===== config.mk =====
export PLATFORM = sky130hd
export DESIGN_NAME = pfss_ctrl
export DESIGN_NICKNAME = d
export VERILOG_FILES = /design/src/rtl/core/pfss_pkg.sv /design/src/rtl/core/pfss_ctrl.sv
export SDC_FILE = /design/constraint.sdc
export NUM_CORES = 1
export LEC_CHECK = 0
export ABC_AREA = 0
export BUFFER_PORTS_ARGS = -buffer_cell sky130_fd_sc_hd__buf_2
export CAP_MARGIN = 25
export CORE_AREA = 2 2 39 41
export DETAILED_ROUTE_END_ITERATION = 16
export DIE_AREA = 0 0 41 43
export PLACE_DENSITY = 0.67
export SYNTH_ARGS = -nofsm -noshare
export SYNTH_HDL_FRONTEND = slang
export SYNTH_SLANG_ARGS = --single-unit

===== constraint.sdc =====
create_clock -name i_clk -period 3.06 [get_ports i_clk]
set_clock_uncertainty 0.05 [all_clocks]
set_input_delay 0.306 -clock i_clk [delete_from_list [all_inputs] [get_ports i_clk]]
set_output_delay 0.306 -clock i_clk [all_outputs]
set_load 0.1 [all_outputs]

===== src/rtl/core/pfss_pkg.sv =====
// Package with the shared widths, constants, codes and command types of the flux sweep.
package pfss_pkg;

    localparam int SAT_W     = 17;
    localparam int PRESS_W   = 19;
    localparam int DELTA_W   = 19;
    localparam int COL_W     = 9;
    localparam int PERM_W    = 16;
    localparam int FLOW_W    = 21;
    localparam int MUL_A_W   = 21;
    localparam int MUL_B_W   = 18;
    localparam int PROD_W    = MUL_A_W + MUL_B_W;
    localparam int SUM_W     = 22;
    localparam int CNT_W     = 4;
    localparam int CFG_IDX_W = 2;
    localparam int PHASES    = 3;
    localparam int FRAC_W    = 16;

    localparam logic [SAT_W-1:0]  SAT_MAX     = 17'd131071;
    localparam logic [PERM_W-1:0] HPERM_RESET = 16'd26214;
    localparam logic [PERM_W-1:0] VPERM_RESET = 16'd6554;

    localparam logic signed [PROD_W-1:0] ROUND_HALF = 39'sd32768;
    localparam logic signed [PROD_W-1:0] DELTA_HI   = 39'sd262143;
    localparam logic signed [PROD_W-1:0] DELTA_LO   = -39'sd262144;

    localparam logic [CNT_W-1:0] CALC_LAST = 4'd8;

    localparam logic [CFG_IDX_W-1:0] CFG_HPERM = 2'd0;
    localparam logic [CFG_IDX_W-1:0] CFG_VPERM = 2'd1;

    typedef enum logic [2:0] {
        ST_CLEAR,
        ST_IDLE,
        ST_MOD,
        ST_CALC,
        ST_FINAL
    } t_state;

    typedef enum logic [2:0] {
        STEP_FU,
        STEP_FV,
        STEP_DU_G,
        STEP_DU_O,
        STEP_DU_W,
        STEP_DV_G,
        STEP_DV_O,
        STEP_DV_W
    } t_step;

    typedef struct packed {
        logic             load;
        logic             mod_en;
        logic             rd_en;
        logic             mul_en;
        t_step            mul_step;
        logic             rnd_en;
        t_step            rnd_step;
        logic             fin_en;
        logic             clr_en;
    } t_cmd;

    typedef struct packed {
        logic clr_last;
        logic out_full;
    } t_status;

endpackage


===== src/rtl/core/pfss_ctrl.sv =====
// Controller state machine that sequences the clearing pass and each cell update.
module pfss_ctrl (
    input  logic              i_clk,
    input  logic              i_rst_n,
    input  logic              i_valid,
    output logic              o_ready,
    input  pfss_pkg::t_status i_status,
    output pfss_pkg::t_cmd    o_cmd
);
    import pfss_pkg::*;

    t_state           r_state;
    t_state           n_state;
    logic [CNT_W-1:0] r_cnt;
    logic [CNT_W-1:0] n_cnt;

    always_ff @(posedge i_clk) begin
        if (!i_rst_n) begin
            r_state <= ST_CLEAR;
            r_cnt   <= '0;
        end else begin
            r_state <= n_state;
            r_cnt   <= n_cnt;
        end
    end

    always_comb begin
        n_state = r_state;
        n_cnt   = r_cnt;
        case (r_state)
            ST_CLEAR: begin
                if (i_status.clr_last) begin
                    n_state = ST_IDLE;
                end
            end
            ST_IDLE: begin
                if (i_valid) begin
                    n_state = ST_MOD;
                    n_cnt   = '0;
                end
            end
            ST_MOD: begin
                n_state = ST_CALC;
            end
            ST_CALC: begin
                if (r_cnt == CALC_LAST) begin
                    n_state = ST_FINAL;
                end else begin
                    n_cnt = r_cnt + 1'b1;
                end
            end
            ST_FINAL: begin
                if (!i_status.out_full) begin
                    n_state = ST_IDLE;
                end
            end
            default: begin
                n_state = ST_CLEAR;
                n_cnt   = '0;
            end
        endcase
    end

    always_comb begin
        o_ready = 1'b0;
        o_cmd   = '0;
        case (r_state)
            ST_CLEAR: begin
                o_cmd.clr_en = 1'b1;
            end
            ST_IDLE: begin
                o_ready    = 1'b1;
                o_cmd.load = i_valid;
            end
            ST_MOD: begin
                o_cmd.mod_en = 1'b1;
            end
            ST_CALC: begin
                o_cmd.rd_en    = (r_cnt == '0);
                o_cmd.mul_en   = (r_cnt != CALC_LAST);
                o_cmd.mul_step = t_step'(r_cnt[2:0]);
                o_cmd.rnd_en   = (r_cnt != '0);
                o_cmd.rnd_step = t_step'(3'(r_cnt - 1'b1));
            end
            ST_FINAL: begin
                o_cmd.fin_en = !i_status.out_full;
            end
            default: begin
                o_cmd = '0;
            end
        endcase
    end

    a_fin_free: assert property (@(posedge i_clk) disable iff (!i_rst_n)
        o_cmd.fin_en |-> !i_status.out_full)
        else $error("Cell finished into an occupied output register.");

    a_load_starts_mod: assert property (@(posedge i_clk) disable iff (!i_rst_n)
        o_cmd.load |=> o_cmd.mod_en)
        else $error("Accepted beat did not start the column reduction.");

endmodule


=== Yosys cells after proc, flatten, opt, wreduce, memory -nomap -nowiden ===
Index checks and enable logic that the tools add are counted.

* Add/sub/neg operators: 2
* Multipliers: 0
* Divide/modulo/power cells: 0
* $lt $le $gt $ge: 0
* Equal/unequal tests: 11
* Shifts and indexed selects: 0
* Muxes and demuxes: 14
* Bitwise logic cells: 1
* Reductions and logical operators: 7

{| class="wikitable"
|+ Operator list
! operator !! count
|-
| 3-bit case mux with 5 select lines || 1
|-
| 3-bit 2-to-1 mux || 4
|-
| 4-bit case mux with 3 select lines || 1
|-
| 2-bit != test, second input constant || 5
|-
| 9-bit 2-to-1 mux || 1
|-
| 4-bit 2-to-1 mux || 2
|-
| 3-bit by 2-bit == test with 1-bit output, second input constant || 2
|-
| 1-bit 2-to-1 mux || 5
|-
| 4-bit by 1-bit adder with 4-bit output, second input constant || 1
|-
| 4-bit == test, second input constant || 1
|-
| 4-bit logical NOT || 1
|-
| 4-bit != test, second input constant || 1
|-
| 4-bit AND reduction || 1
|-
| 4-bit nonzero test || 1
|-
| 3-bit by 1-bit == test with 1-bit output, second input constant || 1
|-
| 3-bit == test, second input constant || 1
|-
| 3-bit logical NOT || 1
|-
| 3-bit AND reduction || 1
|-
| 3-bit OR reduction || 1
|-
| 3-bit by 1-bit subtractor with 3-bit output, second input constant || 1
|-
| 1-bit logical NOT || 1
|-
| 1-bit NOT || 1
|}

* Flip-flop bits (word level): 7
* Latch bits: 0
* Memory bits (writable): 0
* Memory bits (read-only): 0
* Logic and storage cells: 37
* Memories kept: 0

=== Longest topological paths before layout ===
* Depth in word-level cells: 4
* Gate-level depth with buffers: 5

=== Worst setup path after synthesis ===
Ideal clock, no wire load.

* Path type: reg-to-output
* Start: register r_state[0]
* End: output o_ready
* Arrival: 2.579 ns
* Data required time: 2.704 ns
* Setup slack: 0.125 ns
* Stages on the path, launching flop included: 4
* Cells stage by stage: dfxtp_1 -> buf_6 -> inv_1 -> nor3_1

* Cells in the longest elaborated chain, start to end: 2

{| class="wikitable"
|+ RTL lines
! what !! line !! text
|-
| from (decl) || pfss_ctrl.sv:12 || <nowiki>t_state r_state;</nowiki>
|-
| from (signal assigned) || pfss_ctrl.sv:22 || <nowiki>r_state <= n_state;</nowiki>
|-
| 3-bit by 1-bit == test with 1-bit output || pfss_ctrl.sv:67 || <nowiki>case (r_state)</nowiki>
|-
| 1-bit 2-to-1 mux || pfss_ctrl.sv:67 ||
|-
| to (decl) || pfss_ctrl.sv:6 || <nowiki>output logic o_ready,</nowiki>
|}

Every way passes these cells.

==> out/metrics.cfg <==
[power_and_ir_drop]
finalPower_uw=280
leakage_uw=0.000301
max-vdd-ir-drop_v=0.000250
power_density_mw_per_mm2=419

[die]
coreArea_mm2=0.00138
die-area_mm2=0.00176
row_count=14
die-width_um=41
die_h_um=43
start_util=0.420
ios=19

[clocking]
cts_sinks=7
cts_setup_buffers=0
postCtsHoldBufs=0
cts-root-buf=clkbuf_4
post_cts_resized=0
htree_num_levels=1
clk_latency_ns=0.25
tritoncts=done
cts_made_buffers=3
clkSlewWorstSetupHoldPaths_ns=0.06
clock_tree.buffer_depth=2

[final_layout]
layout_common_cells=buf_2 (18), nor2_1 (8), dfxtp_1 (7)
antenna_cells=0
fin_nets=95
fill_cells=151
area_delta_synth_final_pct=14.6
drive_gt1_frac=0.349
stdcell_count=102
final_common_cell=buf_2
ff_latch_area_um2=140
multiInputGateArea_um2=364
fin_area_um2=667

[critical_path]
cp.arrival_ns=1.84
cp_data_required_time_ns=2.70
worstSetupPathType=register to output pin
critPathLaunchType=register
crit_fanout=13
setup.worst_path.end_class=output pin

[route]
post-route-drc-count=0
vias=561
routed_wl_mm=1.24
antenna_left=0
viasPerCell=5.50
initialDrtViolationCount=15
drtPass1Iterations=4
wl_per_cell_um=12.2

[placed_design]
place_congestion=0.757
dp_hpwl_um=950
numPortBuffers=18
placed_cells=98
placed_cell_area_um2=641

[logic_synthesis]
syn_inst=70
netlist_area_um2=582
yosysWarnings=0
syn-num-nets=78
synth_seq_area_share=0.241
ys_types=31
postSynthAreaPerCell_um2=8.31
synth-seq-cells=7

[timing]
whs_ns=0.304
slew_viol_final=0
max_clock_freq_mhz=456
worst_pin_slew_ns=0.488
slew_headroom=0.677
hold_viol_final=0
fin_tns_setup_ns=0
rsz0062_at_grt=false
setup_viol=0
min_period_ns=2.19
min_period_over_period=0.716

[global_route]
groute.usage.overall=0.165
grt_pass1_wl_mm=2.00
grt_max_degree=14
grt_pass1_vias=460
antenna_found_initial=0
overflow=0

[worst_hold_path]
hp-class=input port to register

[outcome]
status=finished clean

[run]
max-cap-violations=0

-- synthesized netlist by cell type (all sizes together) --
master,number,area [um2]
o21ai,3,15.0
nor3,2,10.0
a21oi,1,5.00
dfxtp,7,140
a21o,1,7.51
ha,3,37.5
or3,2,17.5
a41oi,1,16.3
a211oi,3,22.5
nor2,8,30.0
nand3b,1,7.51
nand2,4,15.0
buf,6,51.3
and3,2,12.5
mux2,1,11.3
nand3,3,15.0
and3b,2,17.5
o32ai,1,8.76
o22ai,1,6.26
nor2b,1,6.26
nor3b,1,7.51
o41ai,1,8.76
inv,7,26.3
a221oi,5,62.6
xnor2,1,8.76
and2,2,15.0
-- flip-flops by register name, summed over array words and instances, names as in the netlist --
register,cells
r_state,3
r_cnt,4
-- final timing paths --
kind | start | to | slack, ns | cells past startpoint
setup / recovery | r_state[1]$_SDFFE_PN0P_ | o_cmd[9] | 0.87 | 4
hold / removal | i_status[0] | r_state[2]$_SDFFE_PN0P_ | 0.30 | 3
setup reg to reg | r_cnt[0]$_SDFFE_PN0P_ | r_cnt[0]$_SDFFE_PN0P_ | 1.40 | 5
hold reg to reg | r_cnt[3]$_SDFFE_PN0P_ | r_cnt[3]$_SDFFE_PN0P_ | 0.50 | 1
-- routing by layer --
| metal | track usage | share of wire | vias to the layer above |
|---|---|---|---|
| met3 | 0.0785 | 0.069 | 0 |
| met4 | 0.0200 | 0 | 0 |
| met1 | 0.213 | 0.48 | 254 |
| met2 | 0.250 | 0.45 | 20 |
| met5 | 0 | 0 | - |
| li1 | - | - | 287 |
-- critical path: stages (launching register included) --
cell	delay (ns)
dfxtp_1	0.53
and3b_1	0.42
nand2_1	0.14
inv_1	0.07
buf_2	0.41
-- power breakdown --
group	switching [uW]	internal, uW	total, uW
Sequential	7.71	94.2	102
Combinational	74.3	20.1	94.4
Clock	33.5	49.7	83.2
-- metrics by stage --
stage           util  setup WS (ns)
4_1_cts        0.482          0.871
2_1_floorplan      -          0.125
3_3_place_gp   0.463           1.17
6_report       0.482          0.869
5_1_grt        0.482          0.726
3_5_place_dp   0.463           1.16
-- area by class of cell --
| cell class | instances | area share |
|---|---|---|
| sequential | 7 | 0.210 |
| inverter | 7 | 0.0394 |
| tap | 16 | 0.0300 |
| clock buffer | 4 | 0.0394 |
| timing repair buffer | 18 | 0.135 |
| multi-input combinational | 50 | 0.546 |
-- cells by family (layout without fill, tap and decap cells) --
family	count (synthesis)	in the layout	synth area share
DFF	7	7	0.241
adders and majority gates	3	3	0.0645
and+or+nand+nor	28	28	0.265
AOI/OAI and AO/OA	17	17	0.262
xor gates and xnor gates	1	1	0.0151
muxes	1	1	0.0194
buffers and inverters	13	29	0.133
No activity file was read; power rests on OpenSTA's default activity.
